<file path="config.mk">
export PLATFORM = sky130hd
export DESIGN_NAME = edf_row
export DESIGN_NICKNAME = d
export VERILOG_FILES = /design/src/design/edf_pkg.sv /design/src/design/edf_cell.sv /design/src/design/edf_row.sv
export SDC_FILE = /design/constraint.sdc
export NUM_CORES = 2
export LEC_CHECK = 0
export BUFFER_PORTS_ARGS = -buffer_cell sky130_fd_sc_hd__buf_2
export CORE_ASPECT_RATIO = 0.6
export CORE_UTILIZATION = 35
export CTS_CLUSTER_SIZE = 24
export DETAILED_ROUTE_END_ITERATION = 10
export GPL_TIMING_DRIVEN = 0
export PLACE_DENSITY = 0.53
export SLEW_MARGIN = 5
export SYNTH_ARGS = -nofsm -noshare
export SYNTH_HDL_FRONTEND = slang
export SYNTH_SLANG_ARGS = --single-unit
</file>
<file path="constraint.sdc">
create_clock -name i_clk -period 5 [get_ports i_clk]
set_input_delay 1 -clock i_clk [delete_from_list [all_inputs] [get_ports i_clk]]
set_output_delay 1 -clock i_clk [all_outputs]
set_load 0.01 [all_outputs]
</file>
<file path="src/design/edf_pkg.sv">
// Shared types and event codes for the deadline scheduler.
`default_nettype none
package edf_pkg;
    typedef enum logic [2:0] {
        K_TICK      = 3'd0,
        K_CREATE    = 3'd1,
        K_WAIT      = 3'd2,
        K_TERMINATE = 3'd3,
        K_SET_DL    = 3'd4
    } t_kind;

    localparam logic [1:0] ST_OK   = 2'd0;
    localparam logic [1:0] ST_FULL = 2'd1;
    localparam logic [1:0] ST_IDLE = 2'd2;

    localparam int ID_W = 4;

    // Shift operation driven into every cell of a sorted row.
    typedef enum logic [1:0] {
        OP_HOLD   = 2'd0,
        OP_INSERT = 2'd1,
        OP_POP    = 2'd2
    } t_row_op;
endpackage
`default_nettype wire

</file>
<file path="src/design/edf_cell.sv">
// One slot of a sorted row: holds an entry, compares its key and shifts with its neighbors.
`default_nettype none
module edf_cell #(
    parameter int TW = 32
) (
    input  wire logic                  i_clk,
    input  wire logic                  i_rst_n,
    input  wire logic                  i_rst_valid,
    input  wire logic [TW-1:0]         i_rst_key,
    input  wire edf_pkg::t_row_op      i_op,
    input  wire logic [TW-1:0]         i_new_key,
    input  wire logic [TW-1:0]         i_new_aux,
    input  wire logic [edf_pkg::ID_W-1:0] i_new_id,
    // Neighbor below (index - 1) for insertion shift.
    input  wire logic                  i_prev_valid,
    input  wire logic                  i_prev_after,
    input  wire logic [TW-1:0]         i_prev_key,
    input  wire logic [TW-1:0]         i_prev_aux,
    input  wire logic [edf_pkg::ID_W-1:0] i_prev_id,
    // Neighbor above (index + 1) for pop shift.
    input  wire logic                  i_next_valid,
    input  wire logic [TW-1:0]         i_next_key,
    input  wire logic [TW-1:0]         i_next_aux,
    input  wire logic [edf_pkg::ID_W-1:0] i_next_id,
    output logic                       o_valid,
    output logic                       o_after,
    output logic [TW-1:0]              o_key,
    output logic [TW-1:0]              o_aux,
    output logic [edf_pkg::ID_W-1:0]   o_id
);
    import edf_pkg::*;

    logic              r_valid;
    logic [TW-1:0]     r_key;
    logic [TW-1:0]     r_aux;
    logic [ID_W-1:0]   r_id;

    // An entry goes after this slot when this slot is valid and its key is not larger.
    assign o_after = r_valid && (r_key <= i_new_key);
    assign o_valid = r_valid;
    assign o_key   = r_key;
    assign o_aux   = r_aux;
    assign o_id    = r_id;

    // Shift register behavior for insert and pop.
    always_ff @(posedge i_clk) begin
        if (!i_rst_n) begin
            r_valid <= i_rst_valid;
            r_key   <= i_rst_key;
            r_aux   <= '0;
            r_id    <= '0;
        end else begin
            case (i_op)
                OP_INSERT: begin
                    if (!o_after) begin
                        if (i_prev_after || !i_prev_valid) begin
                            if (i_prev_valid || !r_valid) begin
                                // New entry lands here only at the first slot past the key.
                            end
                        end
                        if (i_prev_after) begin
                            r_valid <= 1'b1;
                            r_key   <= i_new_key;
                            r_aux   <= i_new_aux;
                            r_id    <= i_new_id;
                        end else if (i_prev_valid) begin
                            r_valid <= 1'b1;
                            r_key   <= i_prev_key;
                            r_aux   <= i_prev_aux;
                            r_id    <= i_prev_id;
                        end
                    end
                end
                OP_POP: begin
                    r_valid <= i_next_valid;
                    r_key   <= i_next_key;
                    r_aux   <= i_next_aux;
                    r_id    <= i_next_id;
                end
                default: begin
                end
            endcase
        end
    end
endmodule
`default_nettype wire

</file>
<file path="src/design/edf_row.sv">
// A sorted row built from a chain of cells, with head outputs and a fill count.
`default_nettype none
module edf_row #(
    parameter int TW    = 32,
    parameter int DEPTH = 16,
    parameter bit IDLE_HEAD = 1'b0
) (
    input  wire logic                     i_clk,
    input  wire logic                     i_rst_n,
    input  wire edf_pkg::t_row_op         i_op,
    input  wire logic [TW-1:0]            i_new_key,
    input  wire logic [TW-1:0]            i_new_aux,
    input  wire logic [edf_pkg::ID_W-1:0] i_new_id,
    output logic                          o_head_valid,
    output logic [TW-1:0]                 o_head_key,
    output logic [TW-1:0]                 o_head_aux,
    output logic [edf_pkg::ID_W-1:0]      o_head_id,
    output logic [$clog2(DEPTH+1)-1:0]    o_count
);
    import edf_pkg::*;

    localparam int CW = $clog2(DEPTH+1);

    logic [DEPTH:0]  w_valid;
    logic [DEPTH:0]  w_after;
    logic [TW-1:0]   w_key [DEPTH+1];
    logic [TW-1:0]   w_aux [DEPTH+1];
    logic [ID_W-1:0] w_id  [DEPTH+1];
    logic [DEPTH-1:0] w_vprev;
    logic [CW-1:0]   r_count;

    // Ends of the chain: an empty virtual slot past the tail; a virtual slot before the head always precedes the key.
    assign w_valid[DEPTH] = 1'b0;
    assign w_after[DEPTH] = 1'b0;
    assign w_key[DEPTH]   = '0;
    assign w_aux[DEPTH]   = '0;
    assign w_id[DEPTH]    = '0;

    for (genvar g = 0; g < DEPTH; g++) begin : g_cell
        logic p_valid;
        logic p_after;
        logic [TW-1:0] p_key;
        logic [TW-1:0] p_aux;
        logic [ID_W-1:0] p_id;
        if (g == 0) begin : g_first
            assign p_valid = 1'b0;
            assign p_after = 1'b1;
            assign p_key   = '0;
            assign p_aux   = '0;
            assign p_id    = '0;
        end else begin : g_mid
            assign p_valid = w_valid[g-1];
            assign p_after = w_after[g-1];
            assign p_key   = w_key[g-1];
            assign p_aux   = w_aux[g-1];
            assign p_id    = w_id[g-1];
        end
        assign w_vprev[g] = p_valid;
        edf_cell #(.TW(TW)) u_cell (
            .i_clk       (i_clk),
            .i_rst_n     (i_rst_n),
            .i_rst_valid (IDLE_HEAD && (g == 0)),
            .i_rst_key   ((IDLE_HEAD && (g == 0)) ? {TW{1'b1}} : {TW{1'b0}}),
            .i_op        (i_op),
            .i_new_key   (i_new_key),
            .i_new_aux   (i_new_aux),
            .i_new_id    (i_new_id),
            .i_prev_valid(p_valid),
            .i_prev_after(p_after),
            .i_prev_key  (p_key),
            .i_prev_aux  (p_aux),
            .i_prev_id   (p_id),
            .i_next_valid(w_valid[g+1]),
            .i_next_key  (w_key[g+1]),
            .i_next_aux  (w_aux[g+1]),
            .i_next_id   (w_id[g+1]),
            .o_valid     (w_valid[g]),
            .o_after     (w_after[g]),
            .o_key       (w_key[g]),
            .o_aux       (w_aux[g]),
            .o_id        (w_id[g])
        );
    end

    // Fill count follows the shift operations.
    always_ff @(posedge i_clk) begin
        if (!i_rst_n) begin
            r_count <= IDLE_HEAD ? CW'(1) : '0;
        end else begin
            case (i_op)
                OP_INSERT: r_count <= r_count + CW'(1);
                OP_POP:    r_count <= r_count - CW'(1);
                default:   r_count <= r_count;
            endcase
        end
    end

    assign o_head_valid = w_valid[0];
    assign o_head_key   = w_key[0];
    assign o_head_aux   = w_aux[0];
    assign o_head_id    = w_id[0];
    assign o_count      = r_count;

    // Valid slots stay packed at the low end and match the fill count.
    a_count: assert property (@(posedge i_clk) disable iff (!i_rst_n)
        $countones(w_valid[DEPTH-1:0]) == int'(r_count))
        else $error("row fill count disagrees with valid slots");
    a_packed: assert property (@(posedge i_clk) disable iff (!i_rst_n)
        ((w_valid[DEPTH-1:0] & ~w_vprev) == DEPTH'(w_valid[0])))
        else $error("row has a gap");
    a_nopop_empty: assert property (@(posedge i_clk) disable iff (!i_rst_n)
        (i_op == OP_POP) |-> (r_count != '0))
        else $error("pop of an empty row");
endmodule
`default_nettype wire

</file>
Word-level counts from Yosys, hierarchy flattened

Index checks and enable logic that the tools add are counted.

Word-level logic and storage cells: 398
Register bits after elaboration: 1109
Output and inout port bits: 74
Input bits: 72

$lt $le $gt $ge: 16
Eq/ne operators: 33
Reductions and logical operators: 33
Add/sub/neg operators: 2
Muxes and demuxes: 249

Operators with widths:

| cell                                                   | count |
|---|---|
| 2-to-1 mux 32 bit                                      | 92 |
| one-hot mux 32 bit (2 select lines)                    | 32 |
| less-or-equal comparator 32 bit                        | 16 |
| 2-to-1 mux 4 bit                                       | 46 |
| one-hot mux 4 bit (2 select lines)                     | 16 |
| 2-to-1 mux 1 bit                                       | 46 |
| AND reduction 3 bit                                    | 15 |
| inequality test 3 x 1 -> 1 bit (second input constant) | 14 |
| inequality test 2 bit (second input constant)          | 16 |
| one-hot mux 1 bit (2 select lines)                     | 16 |
| logical AND 1 bit                                      | 16 |
| one-hot mux 5 bit (2 select lines)                     | 1 |
| adder 5 x 1 -> 5 bit (second input constant)           | 1 |
| subtractor 5 x 1 -> 5 bit (second input constant)      | 1 |
| inequality test 3 x 2 -> 1 bit (second input constant) | 1 |
| == test 2 x 1 -> 1 bit (second input constant)         | 1 |
| == test 2 bit (second input constant)                  | 1 |
| AND reduction 2 bit                                    | 1 |
| nonzero test 2 bit                                     | 1 |

Logic depth before layout (Yosys ltp)

Depth in word-level cells: 5
Gate-level depth with buffers: 13
Mapped depth without buffers: 10

Cells and area by module

From an unflattened synthesis, not the netlist that was laid out.

Cell total of the unflattened synthesis: 10406
Area, all modules: 91073.6 um^2

Modules (own cells, without submodules):

| module                          | area each (um^2) | seq. area each (um^2) | cells each | times used |
|---|---|---|---|---|
| edf_cell (g_cell[0].u_cell ...) | 5880.6           | 1711.6                | 681        | 12 |
| edf_cell (g_cell[6].u_cell ...) | 5026.1           | 1711.6                | 547        | 4 |
| edf_row                         | 401.6            | 100.1                 | 46         | 1 |

Worst setup path after synthesis

No wires, ideal clock.

Path type: input to register
Start: in i_new_key[9]
End: reg g_cell[4].u_cell.r_aux[25]
Path slack: 1340 ps
Stages: 13
Setup time: 117 ps
Arrival: 3544 ps
Required time: 4883 ps
Buffers on the path: 3
Path through: inv_1 -> ha_1 -> a21o_1 -> nand3_1 -> a21oi_1 -> o41a_1 -> o32ai_2 -> o21ai_1 -> and2_1 -> buf_2 -> buf_2 -> clkbuf_1 -> a22o_1

Cells in the longest elaborated chain, start to end: 5
Elaborated cells on any way between the ends: 10
Those cells by class: order compare (2); eq/ne (2); mux (3); reduce/logical (3)

Ends and longest elaborated chain:

| what                                | line           | text |
|---|---|---|
| start: declaration                  | edf_row.sv:11  | `input wire logic [TW-1:0] i_new_key,` |
| less-or-equal comparator 32 bit     | edf_cell.sv:39 | `assign o_after = r_valid && (r_key <= i_new_key);` |
| logical AND 1 bit                   | edf_cell.sv:39 |  |
| 2-to-1 mux 32 bit                   | edf_cell.sv:61 | `if (i_prev_after) begin` |
| 2-to-1 mux 32 bit                   | edf_cell.sv:55 | `if (!o_after) begin` |
| one-hot mux 32 bit (2 select lines) | edf_cell.sv:53 | `case (i_op)` |
| end signal: assignment              | edf_cell.sv:64 | `r_aux <= i_new_aux;` |
| end signal: assignment              | edf_cell.sv:69 | `r_aux <= i_prev_aux;` |
| end signal: assignment              | edf_cell.sv:77 | `r_aux <= i_next_aux;` |
| end: declaration                    | edf_cell.sv:35 | `logic [TW-1:0] r_aux;` |

Several ways; a longest one is shown, not always the timed one. The select of a mux whose other input is x is not followed.
A chain may end at the register's enable or synchronous reset.

Final worst setup path

Start: in i_new_key[15]
End: reg g_cell[6].u_cell.r_key[3]

Cells in the longest elaborated chain, start to end: 5
Elaborated cells on any way between the ends: 10
Those cells by class: order compare (2); eq/ne (2); mux (3); reduce/logical (3)

Ends and longest elaborated chain:

| what                                | line           | text |
|---|---|---|
| less-or-equal comparator 32 bit     | edf_cell.sv:39 |  |
| logical AND 1 bit                   | edf_cell.sv:39 |  |
| 2-to-1 mux 32 bit                   | edf_cell.sv:61 |  |
| 2-to-1 mux 32 bit                   | edf_cell.sv:55 |  |
| one-hot mux 32 bit (2 select lines) | edf_cell.sv:53 |  |
| end signal: assignment              | edf_cell.sv:49 | `r_key <= i_rst_key;` |
| end signal: assignment              | edf_cell.sv:63 | `r_key <= i_new_key;` |
| end signal: assignment              | edf_cell.sv:68 | `r_key <= i_prev_key;` |
| end: declaration                    | edf_cell.sv:34 | `logic [TW-1:0] r_key;` |

Several ways; a longest one is shown, not always the timed one. The select of a mux whose other input is x is not followed.

==> impl_metrics.json <==
{
  "drive_above_1_share_pct": 12.3,
  "avgViaCountPerCell": 6.62,
  "powerDensity_nw_per_um2": 369,
  "criticalPathCategory": "primary input to flip-flop",
  "muxShareOfSynthArea_pct": 5.38,
  "hold_class": "flip-flop to flip-flop",
  "hold_depth": 1,
  "setup_viol": 263,
  "routed_wl_um": 383000,
  "rows": 123,
  "drtIter0Drc": 11400,
  "syn_area_sq_um": 66500,
  "synth_cells": 7704,
  "final-hold-violation-count": 0,
  "power_mw": 28.4,
  "cts_made_buffers": 116,
  "crit_start": "i_new_key[15]",
  "finalCritPeriodShare_pct": 105,
  "clock_latency_ns": 0.81,
  "ys_seq_area_share_pct": 33.4,
  "crit_required_ns": 5.72,
  "fin_ws_ns": -0.263,
  "cts_root_buf": "clkbuf_16",
  "grt_max_degree": 20,
  "port_buffers": 144,
  "cap_viol_max_count": 0,
  "dp_hpwl_um": 297000,
  "async_flop_share_pct": 0,
  "grt_usage_pct": 38.7,
  "failed_checks": "negative setup slack",
  "slew_viol_final": 0,
  "arrival_ns": 5.98,
  "irDropWorstVdd_v": 0.000312,
  "status": "finished, violations left",
  "final_cell_mix": "dfxtp_1 (1109), nor3_1 (597), ha_1 (517)",
  "remaining_drc_errors": 0,
  "start_util_pct": 35.3,
  "cp_slowest_cell": "or4_1",
  "synth_compound_area_share_pct": 29.8,
  "cp-end-kind": "flip-flop",
  "grt_pass1_wl_um": 526000,
  "h-tree-depth": 3,
  "syn-num-nets": 8294,
  "die_h_um": 340,
  "clock.fmax_ghz": 0.190,
  "worst_setup_path_start_kind": "primary input",
  "grt_pass1_vias": 65800,
  "synth.avg_cell_area_sq_um": 8.63,
  "synth_xor_area_share_pct": 0.0527,
  "path_cells": "buf_2 > clkinvlp_4 > buf_4 > ha_1 > nand4_1 > or4_1 > nor2_1 > nand3_1 > o22ai_1 > nor3_2 > nor2_4 > buf_2 > buf_2 > o2bb2ai_1",
  "num_io_pins": 146,
  "via_count": 71400,
  "synth_top_family_by_area": "compound AO/OA/AOI/OAI gates",
  "tns_ns": -23.62,
  "synth_edf_count": 0,
  "cts_sinks": 1109,
  "antenna_found_initial": 59,
  "crit_path_max_incr_delay_ns": 0.71,
  "fillers": 19100,
  "dr.pass1.iters": 7,
  "crit_path_max_fanout": 10,
  "timing.hold.ws_ns": 0.472,
  "r2r_setup_slack_ns": 0.19,
  "clk_pin_slew_worst_paths_ns": 0.07,
  "final_common_cell": "dfxtp_1",
  "hold_path.startpoint": "g_cell[11].u_cell.o_aux[31]$_SDFFE_PN0P_",
  "dieArea_sq_um": 192000,
  "dpl_worst_slack_ns": -1.90,
  "yosys.area_share.simple_pct": 13.9,
  "area.growth.synth_to_final_pct": 15.8,
  "ys_ff_latch": 1109,
  "cp_common_cell": "buf_2",
  "synth_ff_type": "dfxtp_1",
  "grt_overflow": 0,
  "core-area_sq_um": 188000,
  "maxSlewHeadroom_pct": 5.18,
  "wl_per_cell_um": 35.5,
  "rr_startpoint": "g_cell[11].u_cell.o_key[15]$_SDFFE_PN0P_",
  "power.leakage_nw": 29.6,
  "post-route-min-period_ns": 5.26,
  "yosysWarnings": 0,
  "rsz0062_at_grt": "false",
  "cts.path.max_buffers": 3,
  "skew_ns": 0.0554,
  "place_congestion": 1.06,
  "yosysUniqueCellTypes": 73,
  "final_nets": 8727,
  "final_util_pct": 40.9,
  "ff2ff_path_depth": 11,
  "synthAdderAreaFrac_pct": 9.76,
  "final_antenna_net_count": 0,
  "die_w_um": 565,
  "worst_pin_slew_ns": 1.42,
  "cts_tree": "yes"
}
kinds of logic (layout without fill, tap and decap cells):
logic type,after synthesis,in the layout
buffers and inverters,1232,1764
DFF,1109,1109
adders and majority gates,518,518
other,0,41
and+or+nand+nor,1907,1907
AOI/OAI and AO/OA,2590,2590
muxes,344,344
xor gates and xnor gates,4,4
registers in the layout, indices dropped and copies added (netlist names):
register / cells
g_cell.u_cell.o_aux: 512
g_cell.u_cell.o_id: 64
g_cell.u_cell.o_key: 512
g_cell.u_cell.o_valid: 16
o_count: 5
power breakdown:
group          internal (mW)  total (mW)  switching [mW]  leakage, nW
combinational           2.73        8.09            5.36         18.5
sequential              9.65        10.7            1.01         9.07
clock                   5.29        9.66            4.36         1.98
synth_stat cells, drive strengths merged (6+ instances only):
| cell | n | area (sq um) |
|---|---|---|
| nor2b | 22 | 138 |
| o211ai | 115 | 863 |
| a211oi | 64 | 480 |
| o22ai | 61 | 382 |
| or4 | 6 | 45.0 |
| nand2b | 307 | 1920 |
| ha | 517 | 6470 |
| nor4 | 19 | 119 |
| o32ai | 15 | 139 |
| mux2i | 241 | 2420 |
| a22o | 475 | 4160 |
| mux2 | 103 | 1160 |
| o2bb2ai | 171 | 1500 |
| nor3 | 602 | 3020 |
| a32o | 307 | 3070 |
| a21oi | 416 | 2100 |
| o211a | 31 | 310 |
| nand4 | 103 | 644 |
| inv | 481 | 1810 |
| clkbuf | 471 | 1770 |
| o31a | 7 | 61.3 |
| dfxtp | 1109 | 22200 |
| nand3 | 39 | 195 |
| nand2 | 407 | 1530 |
| and4 | 18 | 158 |
| o21ai | 327 | 1640 |
| o31ai | 76 | 576 |
| o21a | 16 | 121 |
| buf | 280 | 1530 |
| a31oi | 12 | 75.1 |
| nor2 | 370 | 1400 |
| a221o | 7 | 70.1 |
| a21o | 42 | 315 |
| a221oi | 414 | 3630 |
final cells by class:
| cell class | instances | area (sq um) | area share (%) |
|---|---|---|---|
| antenna | 41 | 103 | 0.133 |
| timing repair buffer | 320 | 2680 | 3.48 |
| clock inverter | 47 | 586 | 0.761 |
| buffer | 746 | 3390 | 4.40 |
| inverter | 481 | 1920 | 2.49 |
| tap | 2500 | 3130 | 4.06 |
| multi-input combinational | 5363 | 39500 | 51.4 |
| sequential | 1109 | 22200 | 28.8 |
| clock buffer | 170 | 3440 | 4.47 |
final timing paths:
check	to
worst max-delay path	g_cell[6].u_cell.o_key[3]$_SDFFE_PN0P_
worst min-delay path	g_cell[11].u_cell.o_aux[31]$_SDFFE_PN0P_
worst max register to register	g_cell[11].u_cell.o_aux[14]$_SDFFE_PN0P_
worst min register to register	g_cell[11].u_cell.o_aux[31]$_SDFFE_PN0P_
critical path, delay by kind of cell:
family,cells,cell delay [ns]
and+or+nand+nor,6,2.31
buffers and inverters,5,1.75
AOI/OAI and AO/OA,2,0.50
adders and majority gates,1,0.39
repair_timing:
action	in CTS	in global routing
pin swaps	2	3
hold buffers	0	0
setup endpoints to repair	965	490
buffers inserted	126	11
resized for setup	74	55
routing by layer:
metal	vias to the layer above	global-route usage [%]	routed length, um
met3	668	19.8	64300
met4	40	12.4	13600
met1	35500	56.6	170000
li1	30200	-	-
met2	5005	47.0	134000
met5	-	0	516
through the flow:
stage,cells,instance area (sq um)
final,10800,77000
after global routing,10700,76900
after floorplan,7704,66500
after global placement,10300,70300
after CTS,10700,76600
after detailed placement,10400,71100
(Power assumes the default switching activity.)
